**src/rtl/dtip_pkg.sv**
```systemverilog
// dtip_pkg: beat types, type codes, character codes and range limits
// for the decimal text integer parser. No dependencies.
`default_nettype none

package dtip_pkg;

  // target type codes of the value_type register
  localparam logic [2:0] TYPE_I8  = 3'd0;
  localparam logic [2:0] TYPE_U8  = 3'd1;
  localparam logic [2:0] TYPE_I16 = 3'd2;
  localparam logic [2:0] TYPE_U16 = 3'd3;
  localparam logic [2:0] TYPE_I32 = 3'd4;
  localparam logic [2:0] TYPE_U32 = 3'd5;
  localparam logic [2:0] TYPE_I64 = 3'd6;
  localparam logic [2:0] TYPE_U64 = 3'd7;

  localparam logic [2:0] TYPE_RESET = TYPE_I64;

  // character codes
  localparam logic [7:0] CHAR_ZERO  = 8'h30;
  localparam logic [7:0] CHAR_NINE  = 8'h39;
  localparam logic [7:0] CHAR_SPACE = 8'h20;
  localparam logic [7:0] CHAR_TAB   = 8'h09;
  localparam logic [7:0] CHAR_PLUS  = 8'h2B;
  localparam logic [7:0] CHAR_MINUS = 8'h2D;

  typedef struct packed {
    logic [7:0] char_code;
    logic       line_end;
  } in_beat_t;

  typedef struct packed {
    logic [63:0] value;
    logic        ok;
  } out_beat_t;

  // largest magnitude allowed for a positive number of each type
  function automatic logic [63:0] pos_limit(input logic [2:0] t);
    logic [63:0] lim;
    case (t)
      TYPE_I8:  lim = 64'd127;
      TYPE_U8:  lim = 64'd255;
      TYPE_I16: lim = 64'd32767;
      TYPE_U16: lim = 64'd65535;
      TYPE_I32: lim = 64'd2147483647;
      TYPE_U32: lim = 64'd4294967295;
      TYPE_I64: lim = 64'h7FFF_FFFF_FFFF_FFFF;
      default:  lim = 64'hFFFF_FFFF_FFFF_FFFF;
    endcase
    return lim;
  endfunction

  // largest magnitude allowed for a negative number (i64 keeps 2^63-1)
  function automatic logic [63:0] neg_limit(input logic [2:0] t);
    logic [63:0] lim;
    case (t)
      TYPE_I8:  lim = 64'd128;
      TYPE_I16: lim = 64'd32768;
      TYPE_I32: lim = 64'd2147483648;
      TYPE_I64: lim = 64'h7FFF_FFFF_FFFF_FFFF;
      default:  lim = 64'd0;
    endcase
    return lim;
  endfunction

endpackage

`default_nettype wire

```
**src/rtl/decimal_text_integer_parser.sv**
```systemverilog
// decimal_text_integer_parser: parses one line of ASCII text, one character
// per beat, into a 64-bit integer with a range check. Depends on dtip_pkg.
//
//   channel      signals                               direction
//   char         char_valid, char_ready, char_beat     in, one character or line end
//   result       result_valid, result_ready, result    out, value and ok per line
//   value_type   value_type_we, value_type_data        in, target type register
//
// One character beat is taken every cycle unless a line end stalls. A beat lands in an input register
// and the parse state (multiply by ten as two shifts and two 68-bit adds) is
// updated from it in the next cycle; a line end loads the result register as it
// leaves the input register. Only a line-end beat can stall, when the result
// register is still full; plain characters always drain. rst clears the parse
// state, the valid flags and sets value_type to i64.
`default_nettype none

module decimal_text_integer_parser (
  input  wire logic                  clk,
  input  wire logic                  rst,
  input  wire logic                  char_valid,
  output logic                       char_ready,
  input  wire dtip_pkg::in_beat_t    char_beat,
  output logic                       result_valid,
  input  wire logic                  result_ready,
  output dtip_pkg::out_beat_t        result,
  input  wire logic                  value_type_we,
  input  wire logic [2:0]            value_type_data
);
  import dtip_pkg::*;

  typedef enum logic [2:0] {
    PH_SKIP, PH_SIGNED, PH_DIGITS, PH_DONE, PH_ERROR
  } phase_t;

  logic [2:0]  value_type;
  logic        s1_valid;
  in_beat_t    s1_beat;
  logic        advance;
  logic        line_done;

  phase_t      phase, phase_next;
  logic        negative, negative_next;
  logic [63:0] magnitude, magnitude_next;
  logic        overflowed, overflowed_next;

  logic        is_digit;
  logic        take_digit;
  logic [67:0] scaled;
  out_beat_t   result_next;

  // input stage moves unless a line end meets a full result register
  assign advance    = s1_valid && (!s1_beat.line_end || !result_valid || result_ready);
  assign line_done  = advance && s1_beat.line_end;
  assign char_ready = !s1_valid || advance;

  // configuration register
  always_ff @(posedge clk) begin
    if (rst) begin
      value_type <= TYPE_RESET;
    end else if (value_type_we) begin
      value_type <= value_type_data;
    end
  end

  // input register
  always_ff @(posedge clk) begin
    if (rst) begin
      s1_valid <= 1'b0;
    end else if (char_ready) begin
      s1_valid <= char_valid;
    end
    if (char_ready && char_valid) begin
      s1_beat <= char_beat;
    end
  end

  // next parse state from the registered character
  always_comb begin
    phase_next      = phase;
    negative_next   = negative;
    magnitude_next  = magnitude;
    overflowed_next = overflowed;
    take_digit      = 1'b0;
    is_digit        = (s1_beat.char_code >= CHAR_ZERO) && (s1_beat.char_code <= CHAR_NINE);
    scaled          = ({4'b0, magnitude} << 3) + ({4'b0, magnitude} << 1)
                      + {64'b0, s1_beat.char_code[3:0]};

    unique case (phase)
      PH_SKIP: begin
        if (s1_beat.char_code == CHAR_SPACE || s1_beat.char_code == CHAR_TAB) begin
          phase_next = PH_SKIP;
        end else if (s1_beat.char_code == CHAR_MINUS) begin
          negative_next = 1'b1;
          phase_next    = PH_SIGNED;
        end else if (s1_beat.char_code == CHAR_PLUS) begin
          phase_next = PH_SIGNED;
        end else if (is_digit) begin
          take_digit = 1'b1;
          phase_next = PH_DIGITS;
        end else begin
          phase_next = PH_ERROR;
        end
      end
      PH_SIGNED: begin
        if (is_digit) begin
          take_digit = 1'b1;
          phase_next = PH_DIGITS;
        end else begin
          phase_next = PH_ERROR;
        end
      end
      PH_DIGITS: begin
        if (is_digit) begin
          take_digit = 1'b1;
        end else begin
          phase_next = PH_DONE;
        end
      end
      PH_DONE: begin
        phase_next = PH_DONE;
      end
      default: begin
        phase_next = PH_ERROR;
      end
    endcase

    // accumulate; anything above 64 bits sets the sticky overflow
    if (take_digit && !overflowed) begin
      if (scaled[67:64] != 4'd0) begin
        overflowed_next = 1'b1;
      end else begin
        magnitude_next = scaled[63:0];
      end
    end
  end

  // range check at line end
  always_comb begin
    result_next.value = 64'd0;
    result_next.ok    = 1'b0;
    if ((phase == PH_DIGITS || phase == PH_DONE) && !overflowed) begin
      if (negative) begin
        if (!value_type[0] && magnitude <= neg_limit(value_type)) begin
          result_next.ok    = 1'b1;
          result_next.value = 64'd0 - magnitude;
        end
      end else if (magnitude <= pos_limit(value_type)) begin
        result_next.ok    = 1'b1;
        result_next.value = magnitude;
      end
    end
  end

  // parse state, cleared after each line
  always_ff @(posedge clk) begin
    if (rst || line_done) begin
      phase      <= PH_SKIP;
      negative   <= 1'b0;
      magnitude  <= 64'd0;
      overflowed <= 1'b0;
    end else if (advance) begin
      phase      <= phase_next;
      negative   <= negative_next;
      magnitude  <= magnitude_next;
      overflowed <= overflowed_next;
    end
  end

  // result register
  always_ff @(posedge clk) begin
    if (rst) begin
      result_valid <= 1'b0;
    end else if (line_done) begin
      result_valid <= 1'b1;
    end else if (result_ready) begin
      result_valid <= 1'b0;
    end
    if (line_done) begin
      result <= result_next;
    end
  end

  // a rejected line always reports zero
  assert property (@(posedge clk) disable iff (rst)
    result_valid && !result.ok |-> result.value == 64'd0)
    else $error("rejected line with nonzero value");

  // a plain character never holds up the input
  assert property (@(posedge clk) disable iff (rst)
    s1_valid && !s1_beat.line_end |-> char_ready)
    else $error("character beat stalled");

  // the parse state restarts after every line
  assert property (@(posedge clk) disable iff (rst)
    line_done |=> phase == PH_SKIP && !negative && !overflowed && magnitude == 64'd0)
    else $error("parse state not cleared after line end");

  // overflow stays set within a line
  assert property (@(posedge clk) disable iff (rst)
    overflowed && !line_done |=> overflowed)
    else $error("overflow flag dropped inside a line");

endmodule

`default_nettype wire

```
**config.mk**
```make
export PLATFORM = sky130hd
export DESIGN_NAME = decimal_text_integer_parser
export DESIGN_NICKNAME = d
export VERILOG_FILES = /design/src/rtl/dtip_pkg.sv /design/src/rtl/decimal_text_integer_parser.sv
export SDC_FILE = /design/constraint.sdc
export NUM_CORES = 1
export LEC_CHECK = 0
export BUFFER_PORTS_ARGS = -buffer_cell sky130_fd_sc_hd__buf_2
export CORE_UTILIZATION = 63
export CTS_CLUSTER_SIZE = 25
export DETAILED_ROUTE_END_ITERATION = 12
export PLACE_DENSITY = 0.84
export SLEW_MARGIN = 20
export SYNTH_ARGS = -nofsm -noshare
export SYNTH_HDL_FRONTEND = slang
export SYNTH_SLANG_ARGS = --single-unit
```
**constraint.sdc**
```tcl
create_clock -name clk -period 5.6 [get_ports clk]
set_input_delay 0.28 -clock clk [delete_from_list [all_inputs] [get_ports clk]]
set_output_delay 0.28 -clock clk [all_outputs]
set_load 0.05 [all_outputs]
```
==> results by group <==
Status
  • Result of the run: completed

Floorplanning
  • Rows: between 50 and 60
  • Die span in y: 153 um
  • Full die area: 0.0235 mm^2
  • I/O pins: 84
  • Initial standard-cell utilization of the core: between 60% and 70%
  • Area of the core: 0.0222 mm^2
  • Floorplan die width: approximately 150 um

Synth
  • Most area-consuming cells after synthesis: sky130_fd_sc_hd__ha_1 (19%), sky130_fd_sc_hd__edfxtp_1 (15%), sky130_fd_sc_hd__dfxtp_1 (10%), sky130_fd_sc_hd__nand2_1 (4.4%), sky130_fd_sc_hd__a21oi_1 (4.2%)
  • Cell count after synthesis: 1,754
  • Distinct cell type count after synthesis: slightly above 80
  • Top cell type's share of synthesized area: between 10% and 20%
  • Most area-hungry cell type in the Yosys netlist: sky130_fd_sc_hd__ha_1
  • Most used DFF post-synth: sky130_fd_sc_hd__edfxtp_1
  • Proportion of register bits with asynchronous set or reset after synthesis: 0%
  • Flop and latch count out of synthesis: around 150
  • Mapped Nets: 1,995
  • Warnings, synthesis: 0
  • Number of synthesized flops with an enable pin: 74
  • Synth Cell Area: 0.0144 mm^2
  • Portion of the post-synthesis area used by sequential elements: 25.7%
  • Per-instance average area after synthesis: 8.22 um^2

Timing
  • Relative slew margins: roughly a third
  • Unrepaired setup endpoints after global routing: false
  • Sum of negative setup slack: 0 ns
  • PnR worst setup slack: between 0.2 and 0.3 ns
  • Maximum frequency from static timing analysis: 189 MHz
  • Clock skew: ~0.017 ns
  • Hold Violations, Final: 0
  • Ratio of final minimum period to clock period: 94.7%
  • Max Slew Vio Count: 0
  • Worst Max-Slew Pin Slew: 1.01 ns
  • Setup violators final: 0
  • Final critical delay including setup and external delays: roughly 5.3 ns

Min path
  • Hold Path Cell Cnt: 1
  • Destination of the worst hold path: s1_beat[4]$_DFFE_PP_
  • Hold_sp: char_beat[4]
  • Kind of path behind the tightest hold check: primary input to flop

CTS
  • TritonCTS clock tree: done
  • CTS max path bufs: 2
  • Number of buffers created by CTS: 17
  • Clock root cell: sky130_fd_sc_hd__clkbuf_16
  • Clk Latency, worst-skew pair: between 0.4 and 0.5 ns
  • Clk pin slew, worst setup/hold paths: 0.07 ns
  • Clock Sinks: around 150
  • CTS Hold Buffers Added: 0
  • Maximum level of the CTS H-tree: 4

Route
  • Post-route ant nets: 0
  • Met2 wirelength from detailed routing: ~18,000 um
  • Detailed Route Iter0 Violations: between 1,000 and 1,500
  • Number of remaining DRC errors: 0
  • Wire length on met3: around 5100 um
  • Final routed wirelength across all metal layers: about 44,000 um
  • Detail-routed via count per cell: ~6.9
  • Total via count after detailed routing: about 14,000
  • Number of detailed-route iterations in the first pass: 6
  • Detail-routed net length per standard cell: ~21 um
  • Highest Signal Layer: met4
  • Routed length on met1: approximately 19,000 um

Setup path
  • CP max FO: 19
  • Required @ worst endpoint: slightly below 6 ns
  • Setup CP Type: flop to flop
  • R2R Path Start: value_type[1]$_SDFFE_PP1P_
  • Kind of launch point of the worst setup path: flop
  • FF-to-FF End: result[40]$_SDFFCE_PN0P_
  • R2R cell count: 15
  • Crit path capture type: flop
  • Arrival @ worst endpoint: 5.56 ns
  • R2R Setup Slk: 0.30 ns

Global routing
  • Initial antenna violation count: 0
  • Global route overflow: 0
  • Pin count of the biggest net entering global routing: 67
  • First-pass GRT wire length: between 60,000 and 70,000 um
  • Via count of the first global-routing pass: approximately 13,000
  • Combined global-route utilization of all metal layers: 36.6%

Final layout
  • Util after Layout: a little over two thirds
  • Growth of design area from synthesis to finish: 7.90%
  • Ratio of cells with drive above 1 in the final layout: under 10%
  • Area of all placed cells without fillers: ~0.016 mm^2
  • Fillers: between 1,500 and 2,000
  • Final net count: ~2,000
  • Number of antenna diodes: 0

Place
  • Gp weighted congestion: between 0.9 and 1
  • Total placed instance area: about 0.015 mm^2
  • Post-detailed-placement half-perimeter wirelength: about 32,000 um
  • Worst setup timing slack at the placement stage: ~0.64 ns
  • Count of input and output buffers: 83

Pwr
  • Pwr/cell area: roughly 170 mW/mm^2
  • Worst VDD drop: roughly 0.16 mV
  • Leakage power of the design: between 7 and 8 nW

Run
  • Max_cap viols: 0
==> worst max path at each step <==
stage                                     from                       end
floorplan           value_type[1]$_SDFFE_PP1P_  result[13]$_SDFFCE_PN0P_
global placement    value_type[1]$_SDFFE_PP1P_  result[40]$_SDFFCE_PN0P_
detailed placement  value_type[1]$_SDFFE_PP1P_  result[40]$_SDFFCE_PN0P_
CTS                 value_type[1]$_SDFFE_PP1P_  result[40]$_SDFFCE_PN0P_
global route        value_type[1]$_SDFFE_PP1P_  result[40]$_SDFFCE_PN0P_
finish              value_type[1]$_SDFFE_PP1P_  result[40]$_SDFFCE_PN0P_
==> logic make-up after synthesis <==
kind of cell	share of synthesized area (%)
xor gates and xnor gates	4.06
AOI/OAI and AO/OA	24.0
muxes	0.347
and+or+nand+nor	21.8
adders and majority gates	19.5
DFF	25.7
buffers and inverters	4.60
==> synth_stat cells (all sizes together) (9+ instances only) <==
master and number:
ha 222, nand2 169, nor2 141, o21ai 125
a21oi 123, nand3 78, dfxtp 74, edfxtp 74
nand4 65, a21o 56, clkbuf 55, inv 55
nor3 47, a31oi 45, buf 45, xnor2 37
nor4 31, xor2 29, o31ai 22, o211ai 21
or3 17, a211oi 15, nand2b 14, a41oi 13
o21a 12, o22ai 12, a22o 11, and2 9
and3 9, o21bai 9
==> cell usage in the layout, fill, tap and decap left out, drive strengths merged, types with 21 or more instances in the layout <==
master and count:
a31oi 45, buf 108, dfxtp 74, o211ai 21, nor2 141, o31ai 22
a21oi 123, nor4 31, ha 222, nand3 78, xor2 29, nand4 65
edfxtp 74, nor3 47, xnor2 37, nand2 169, a21o 56, inv 59
o21ai 125
==> flip-flops by register name (all words and copies together), names as in the netlist <==
name,count
magnitude,64
s1_beat,9
negative,1
value_type,3
s1_valid,1
overflowed,1
phase,3
result,65
result_valid,1
==> final cells by class <==
class / count / area [um^2] / area share, %
Multi-Input combinational cell: 1451 / 10100 / 64.8
Sequential cell: 148 / 3700 / 23.8
Timing Repair Buffer: 108 / 628 / 4.04
Clock buffer: 17 / 425 / 2.73
Tap cell: 280 / 350 / 2.25
Inverter: 55 / 210 / 1.35
Clock inverter: 14 / 151 / 0.973
Timing Repair inverter: 1 / 7.51 / 0.0483
==> timing repair <==
action / in CTS / in global routing
setup buffers: 0 / 0
resized for setup: 0 / 3
endpoints found under the hold margin: 0 / 0
endpoints found under the setup margin: 0 / 31
==> where the power goes <==
part | switching [mW] | total, mW | internal (mW)
logic | 0.169 | 0.239 | 0.0699
registers | 0.0104 | 1.16 | 1.15
clock network | 0.513 | 1.17 | 0.659
total | 0.692 | 2.57 | 1.88
==> worst max-delay path, stage by stage (launching register included) <==
cell and delay [ns]:
sky130_fd_sc_hd__dfxtp_1 0.44, sky130_fd_sc_hd__and2_1 0.25, sky130_fd_sc_hd__inv_1 0.28, sky130_fd_sc_hd__nor2_2 0.36
sky130_fd_sc_hd__clkinvlp_4 0.38, sky130_fd_sc_hd__buf_4 0.29, sky130_fd_sc_hd__ha_1 0.32, sky130_fd_sc_hd__nand4_1 0.11
sky130_fd_sc_hd__or3_1 0.43, sky130_fd_sc_hd__nor4_1 0.49, sky130_fd_sc_hd__nand4_1 0.31, sky130_fd_sc_hd__nand2_1 0.19
sky130_fd_sc_hd__o21ai_0 0.14, sky130_fd_sc_hd__a21oi_4 0.43, sky130_fd_sc_hd__and3_1 0.48, sky130_fd_sc_hd__o2bb2ai_1 0.22
==> through the flow <==
step | total power, mW | hold slack (ns) | cells
after global routing | 2.63 | 0.00102 | 2074
after global placement | 1.40 | 0.456 | 2042
after detailed placement | 1.41 | 0.459 | 2042
final | 2.57 | 0.00502 | 2074
after floorplan | 1.35 | 0.349 | 1754
after CTS | 2.55 | 0.00400 | 2073
==> per-layer routing <==
layer | vias to the layer above | global-route usage (%)
li1 | 6748 | -
met1 | 6590 | 51.0
met2 | 906 | 55.2
met3 | 135 | 7.06
met4 | 0 | 15.2
met5 | - | 0
No activity file was read; power rests on OpenSTA's default activity.
